$ cat config.mk
export PLATFORM = sky130hd
export DESIGN_NAME = sacache_way_sel
export DESIGN_NICKNAME = d
export VERILOG_FILES = /design/src/hw/rtl/sacache_pkg.sv /design/src/hw/rtl/sacache_way_sel.sv
export SDC_FILE = /design/constraint.sdc
export NUM_CORES = 1
export LEC_CHECK = 0
export BUFFER_PORTS_ARGS = -buffer_cell sky130_fd_sc_hd__buf_2
export CAP_MARGIN = 0
export CORE_AREA = 2 2 124 126
export DETAILED_ROUTE_END_ITERATION = 16
export DIE_AREA = 0 0 126 128
export PLACE_DENSITY = 0.58
export RECOVER_POWER = 50
export SYNTH_ARGS = -nofsm -noshare
export SYNTH_HDL_FRONTEND = slang
export SYNTH_SLANG_ARGS = --single-unit
$ cat constraint.sdc
create_clock -name vclk -period 19.5
set_input_delay 3.9 -clock vclk [all_inputs]
set_output_delay 3.9 -clock vclk [all_outputs]
set_load 0.01 [all_outputs]
$ cat src/hw/rtl/sacache_pkg.sv
// shared constants and types for the set-associative cache hit/miss tracker
package sacache_pkg;

	// default geometry
	localparam int DEF_WAYS       = 4;
	localparam int DEF_MAX_SETS   = 128;
	localparam int DEF_ADDR_WIDTH = 32;

	// fixed field widths
	localparam int CNT_W     = 32;
	localparam int WAY_OUT_W = 2;
	localparam int CFG_W     = 3;
	localparam int CFG_IDX_W = 2;
	localparam int SHIFT_W   = 3;
	localparam int SET_SEL_W = 7;

	// configuration register indexes
	localparam logic [CFG_IDX_W-1:0] REG_REPLACE_MODE = 2'd0;
	localparam logic [CFG_IDX_W-1:0] REG_BLOCK_OFFSET = 2'd1;
	localparam logic [CFG_IDX_W-1:0] REG_SET_INDEX    = 2'd2;

	// replacement policies
	localparam logic MODE_LRU  = 1'b0;
	localparam logic MODE_FIFO = 1'b1;

	// register reset values
	localparam logic               RST_REPLACE_MODE = MODE_LRU;
	localparam logic [SHIFT_W-1:0] RST_BLOCK_OFFSET = 3'd4;
	localparam logic [SHIFT_W-1:0] RST_SET_INDEX    = 3'd4;

	// lookup status handed from the way selector to the top level
	typedef struct packed {
		logic hit;
		logic wr_en;
	} sel_status_t;

endpackage

$ cat src/hw/rtl/sacache_way_sel.sv
// tag compare, victim choice and age update for one set row
module sacache_way_sel #(
	parameter int WAYS       = sacache_pkg::DEF_WAYS,
	parameter int ADDR_WIDTH = sacache_pkg::DEF_ADDR_WIDTH,
	parameter int AGE_W      = $clog2(WAYS),
	parameter int WAY_IDX_W  = $clog2(WAYS)
) (
	input  logic                       replace_mode,
	input  logic [ADDR_WIDTH-1:0]      blk,
	input  logic [WAYS-1:0]            valid_in,
	input  logic [WAYS*AGE_W-1:0]      ages_in,
	input  logic [WAYS*ADDR_WIDTH-1:0] tags_in,
	output sacache_pkg::sel_status_t   status,
	output logic [WAY_IDX_W-1:0]       way_idx,
	output logic [WAYS-1:0]            valid_out,
	output logic [WAYS*AGE_W-1:0]      ages_out,
	output logic [WAYS*ADDR_WIDTH-1:0] tags_out
);

	logic [WAYS-1:0] match;

	always_comb begin
		for (int w = 0; w < WAYS; w++) begin
			match[w] = valid_in[w] && (tags_in[w*ADDR_WIDTH +: ADDR_WIDTH] == blk);
		end
	end

	// pick the way: lowest match, else lowest invalid, else oldest
	always_comb begin
		logic [WAY_IDX_W-1:0] hit_w;
		logic [WAY_IDX_W-1:0] free_w;
		logic [WAY_IDX_W-1:0] old_w;
		logic [AGE_W-1:0]     best;
		hit_w  = '0;
		free_w = '0;
		old_w  = '0;
		best   = '0;
		for (int w = WAYS - 1; w >= 0; w--) begin
			if (match[w]) begin
				hit_w = WAY_IDX_W'(w);
			end
			if (!valid_in[w]) begin
				free_w = WAY_IDX_W'(w);
			end
		end
		for (int w = 0; w < WAYS; w++) begin
			if (w == 0 || ages_in[w*AGE_W +: AGE_W] > best) begin
				best  = ages_in[w*AGE_W +: AGE_W];
				old_w = WAY_IDX_W'(w);
			end
		end
		status.hit   = |match;
		status.wr_en = (|match) ? (replace_mode == sacache_pkg::MODE_LRU) : 1'b1;
		if (|match) begin
			way_idx = hit_w;
		end else if (!(&valid_in)) begin
			way_idx = free_w;
		end else begin
			way_idx = old_w;
		end
	end

	// chosen way becomes youngest; valid ways younger than its old rank age by one
	always_comb begin
		logic [AGE_W:0] old_rank;
		old_rank = valid_in[way_idx] ? {1'b0, ages_in[way_idx*AGE_W +: AGE_W]}
			: (AGE_W+1)'(WAYS);
		valid_out = valid_in;
		valid_out[way_idx] = 1'b1;
		tags_out = tags_in;
		if (!status.hit) begin
			tags_out[way_idx*ADDR_WIDTH +: ADDR_WIDTH] = blk;
		end
		for (int i = 0; i < WAYS; i++) begin
			if (WAY_IDX_W'(i) == way_idx) begin
				ages_out[i*AGE_W +: AGE_W] = '0;
			end else if (valid_in[i] && ({1'b0, ages_in[i*AGE_W +: AGE_W]} < old_rank)) begin
				ages_out[i*AGE_W +: AGE_W] = ages_in[i*AGE_W +: AGE_W] + 1'b1;
			end else begin
				ages_out[i*AGE_W +: AGE_W] = ages_in[i*AGE_W +: AGE_W];
			end
		end
	end

endmodule

== Word-level counts from Yosys, hierarchy flattened ==
Index checks and enable logic that the tools add are counted.

* Flip-flop bits (word level): 0
* Bits of input ports: 173
* Output and inout port bits: 144
* Word-level logic and storage cells: 69

* Add/sub/neg operators: 5
* $lt $le $gt $ge: 9
* Equality and inequality tests: 7
* Shift-type cells: 3
* Mux-type cells: 31
* Bitwise gates (word level): 2
* Reductions and logical operators: 12

{| class="wikitable"
|+ Operator list
! operator !! count
|-
| bitwise mux 128 bit || 1
|-
| == test 32 bit || 4
|-
| 2-to-1 mux 128 bit || 1
|-
| variable shift 32 x 34 -> 128 bit (first input constant) || 1
|-
| indexed part select 32 x 34 -> 128 bit || 1
|-
| 2-to-1 mux 2 bit || 22
|-
| negation 7 -> 34 bit || 1
|-
| less-than comparator 2 x 3 -> 1 bit || 4
|-
| logical AND 1 bit || 9
|-
| adder 2 x 1 -> 2 bit (second input constant) || 4
|-
| indexed part select 8 x 4 -> 2 bit || 1
|-
| greater-than comparator 2 bit || 3
|-
| == test 2 bit (first input constant) || 2
|-
| 2-to-1 mux 1 bit || 4
|-
| OR 4 bit || 1
|-
| AND reduction 4 bit || 1
|-
| OR reduction 4 bit || 1
|-
| less-than comparator 2 x 3 -> 1 bit (second input constant) || 1
|-
| 2-to-1 mux 3 bit || 1
|-
| binary-select mux 1 bit (select 2 bit) || 1
|-
| demux 1 bit (select 2 bit) || 1
|-
| == test 1 x 2 -> 1 bit (first input constant) || 1
|-
| greater-or-equal comparator 2 x 1 -> 1 bit (second input constant) || 1
|-
| logical NOT 2 bit || 1
|-
| NOT 1 bit || 1
|}

== Logic depth before layout (Yosys ltp) ==
* Depth after elaboration: 15
* Depth in mapped cells: 25

== Least setup slack after synthesis ==
OpenSTA, ideal clock, no wires.

* Path kind: input-to-output
* From: input ages_in[2]
* To: output ages_out[6]
* Arrival time: 8.590 ns
* Slack: 7.010 ns
* Cell stages on the path: 25
* Buffers on the path: 1
* Cells stage by stage: inv_1 -> ha_1 -> nor3_1 -> a21oi_1 -> mux2i_1 -> a211oi_1 -> ha_1 -> nand2b_1 -> a21oi_1 -> a31oi_1 -> ha_1 -> nand2_1 -> o21ai_0 -> a311o_1 -> and2_1 -> a211oi_1 -> a2111oi_4 -> or2_1 -> buf_4 -> a311o_1 -> ha_1 -> nor2_1 -> o311ai_1 -> o41ai_1 -> a211oi_1

* Word-level cells in the longest chain between the ends: 15
* Elaborated cells between the ends (all ways): 19
* Classes of those cells: order compare: 4; eq/ne: 1; shift: 1; mux: 12; reduce/logical: 1

{| class="wikitable"
|+ RTL lines
! element !! line !! RTL
|-
| from (decl) || sacache_way_sel.sv:11 || <nowiki>input logic [WAYS*AGE_W-1:0] ages_in,</nowiki>
|-
| branches (longest 14 deep; another with less-than comparator 2 x 3 -> 1 bit) || - ||
|-
| 2-to-1 mux 2 bit * || sacache_way_sel.sv:75 || <nowiki>if (WAY_IDX_W'(i) == way_idx) begin</nowiki>
|-
| to (decl) || sacache_way_sel.sv:16 || <nowiki>output logic [WAYS*AGE_W-1:0] ages_out,</nowiki>
|}

Every way passes the cells marked *. The select of a mux whose other input is x is not followed.

== Worst setup path after layout ==
* From: input ages_in[2]
* To: output tags_out[60]

* Word-level cells in the longest chain between the ends: 12
* Elaborated cells between the ends (all ways): 15
* Classes of those cells: add/sub: 1; order compare: 3; shift: 2; mux: 9

{| class="wikitable"
|+ RTL lines
! element !! line !! RTL
|-
| greater-than comparator 2 bit || sacache_way_sel.sv:47 || <nowiki>if (w == 0 || ages_in[w*AGE_W +: AGE_W] > best) begin</nowiki>
|-
| 2-to-1 mux 2 bit || sacache_way_sel.sv:47 ||
|-
| greater-than comparator 2 bit || sacache_way_sel.sv:47 ||
|-
| 2-to-1 mux 2 bit || sacache_way_sel.sv:47 ||
|-
| greater-than comparator 2 bit || sacache_way_sel.sv:47 ||
|-
| 2-to-1 mux 2 bit * || sacache_way_sel.sv:47 ||
|-
| 2-to-1 mux 2 bit * || sacache_way_sel.sv:56 || <nowiki>end else if (!(&valid_in)) begin</nowiki>
|-
| 2-to-1 mux 2 bit * || sacache_way_sel.sv:54 || <nowiki>if (|match) begin</nowiki>
|-
| negation 7 -> 34 bit * || sacache_way_sel.sv:72 || <nowiki>tags_out[way_idx*ADDR_WIDTH +: ADDR_WIDTH] = blk;</nowiki>
|-
| indexed part select 32 x 34 -> 128 bit or variable shift 32 x 34 -> 128 bit (tied branches) || sacache_way_sel.sv:72 ||
|-
| bitwise mux 128 bit * || sacache_way_sel.sv:72 ||
|-
| 2-to-1 mux 128 bit * || sacache_way_sel.sv:71 || <nowiki>if (!status.hit) begin</nowiki>
|-
| to (decl) || sacache_way_sel.sv:17 || <nowiki>output logic [WAYS*ADDR_WIDTH-1:0] tags_out</nowiki>
|}

Mark *: on every way between the ends. The rest lies on a longest branch, timed or not.

==> results.cfg <==
[grt]
grt_start_max_net_pins = 33
grt_pass1_vias = 4957
overflow = 0
grt_util_all_layers_pct = 25.2
grt_pass1_wl_um = 31200
antenna_found_initial = 1

[timing]
rsz0062_at_grt = no
tns_ps = 0
fin_crit_sh_pct = 75.1
worstMarginPinSlew_ps = 1930
slew-limit-headroom_pct = -28.9
fmax_mhz = 68.3
fin_ws_ps = 4860
drv_slew = 78
hold_viol = 0
fin_crit_ps = 14640
setup_viol = 0

[routing]
vias_per_cell = 5.54
drt_iter0_markers = 399
first_pass_iters = 5
post-route-drc-count = 0
ant_nets = 0
wl_um = 22500
wl_per_cell_um = 23.4
vias = 5309

[cells_and_area]
layout_commonest_cell = buf_2
seq_cell_count = 0
nClkBuffers = 0
syn_to_final_growth_pct = 38.2
multi_input_comb_area_mm2 = 0.00347
final_cell_mix = 254 x buf_2, 128 x a22o_1, 90 x xor2_1, 65 x clkbuf_1, 39 x xnor2_1
seq_area_um2 = 0
final_core_util_pct = 35.8
layout-drive-gt1-share_pct = 35.7
num_antenna_cells = 0
nets = 963
post_layout_nonfiller_instances = 959
num-fill-cells = 1678

[placement]
place_ws_ps = 6240
gp_congestion = 0.889
hpwl_um = 18500
dp.cells = 959
portBuffers = 317

[logic_synthesis]
ys_seq_area_share_pct = 0
ys_types = 52
synth.avg_cell_area_um2 = 7.65
netlist_instances = 504
syn_area_mm2 = 0.00385
syn_nets = 694
yosys_warnings = 0

[floorplan]
boundaryPins = 317
rows = 45
start_util_pct = 25.9
die_h_um = 128
core_area_mm2 = 0.0149
fp.dieW_um = 126
die_area_mm2 = 0.0161

[clock_network]
postCtsSetupRepairBufs = 0
hold_buffers = 0
cts.repair.resized = 0

[worst_hold_path]
hold_class = in -> out

[critical_path]
required_ps = 15600
critPathLaunchType = input pin
critPathMaxFanout = 32
crit_arrival_ps = 10740
worstSetupPathType = in -> out
endpoint_kind = output port

[pwr]
leakage_nw = 2.51
p_total_uw = 179
p_per_area_mw_per_mm2 = 33.6
ir_drop_v = 0.0000149

[outcome]
violations = max-capacitance violations, max-slew violations
status = finished with violations

[run]
maxCapViolCount = 4
==> layer usage <==
metal  global-route usage [%]  routed length (µm)  part of all wire, %
met5                        0                  13                0.058
met1                     31.5                8680                   39
met2                     46.3               11600                   51
met3                     3.46                1650                  7.4
met4                     4.91                 546                  2.4
==> cell families (layout without fill, tap and decap cells) <==
logic type	after synthesis	in the layout	share of synthesized area, %
muxes	1	1	0.260
adders and majority gates	17	17	5.52
and+or+nand+nor	109	109	17.1
AOI/OAI and AO/OA	173	173	38.3
xor gates and xnor gates	129	129	29.3
buffers and inverters	75	342	9.48
==> per-stage QoR <==
| stage | hold slack [ps] | cell area (µm²) |
|---|---|---|
| 2_1_floorplan | 7870 | 3850 |
| 3_3_place_gp | 8030 | 5460 |
| 3_5_place_dp | 8040 | 5460 |
| 4_1_cts | 8040 | 5460 |
| 5_1_grt | 8040 | 5330 |
| 6_report | 8030 | 5330 |
==> power by group <==
part	total (mW)	internal, mW	switching, mW
clock network	0	0	0
logic	0.179	0.0734	0.106
registers	0	0	0
total	0.179	0.0734	0.106
==> worst paths after layout <==
| check | startpoint | endpoint | cells past startpoint |
|---|---|---|---|
| max | ages_in[2] | tags_out[60] | 24 |
| min | replace_mode | status[0] | 3 |
==> synth_stat cells (3+ instances only) <==
| library cell | instances | area (µm²) |
|---|---|---|
| nand3_1 | 5 | 25.0 |
| ha_1 | 17 | 213 |
| nor2_1 | 15 | 56.3 |
| clkbuf_1 | 13 | 48.8 |
| nor4_2 | 3 | 37.5 |
| buf_2 | 40 | 200 |
| or2_2 | 5 | 31.3 |
| nor3_2 | 3 | 30.0 |
| xnor2_1 | 39 | 342 |
| nor3_1 | 10 | 50.1 |
| a21oi_1 | 11 | 55.1 |
| a22o_1 | 128 | 1120 |
| a211oi_1 | 4 | 30.0 |
| nor4_4 | 3 | 63.8 |
| inv_1 | 16 | 60.1 |
| nor4_1 | 21 | 131 |
| xor2_1 | 90 | 788 |
| nand2_1 | 19 | 71.3 |
| o21ai_0 | 4 | 20.0 |
| nand4_1 | 13 | 81.3 |
| buf_6 | 4 | 45.0 |
==> critical path: stages <==
cell	delay [ps]
clkbuf_1	240
inv_1	180
ha_1	370
nor3_1	70
a21oi_1	120
mux2i_1	80
a211oi_1	360
ha_1	310
nand2b_1	110
a21oi_1	70
a31oi_1	160
ha_1	170
nor2b_1	40
o21ai_0	220
a311o_1	230
and2_0	200
a21oi_1	170
o21bai_1	810
inv_1	420
ha_1	390
nand2_1	140
clkbuf_1	1400
a22o_1	320
clkbuf_1	230
==> layout make-up <==
type	instances	share of cell area, %
Multi-Input combinational cell	429	65.1
Timing Repair Buffer	325	29.3
Tap cell	188	4.42
Inverter	17	1.20
(Power assumes the default switching activity.)
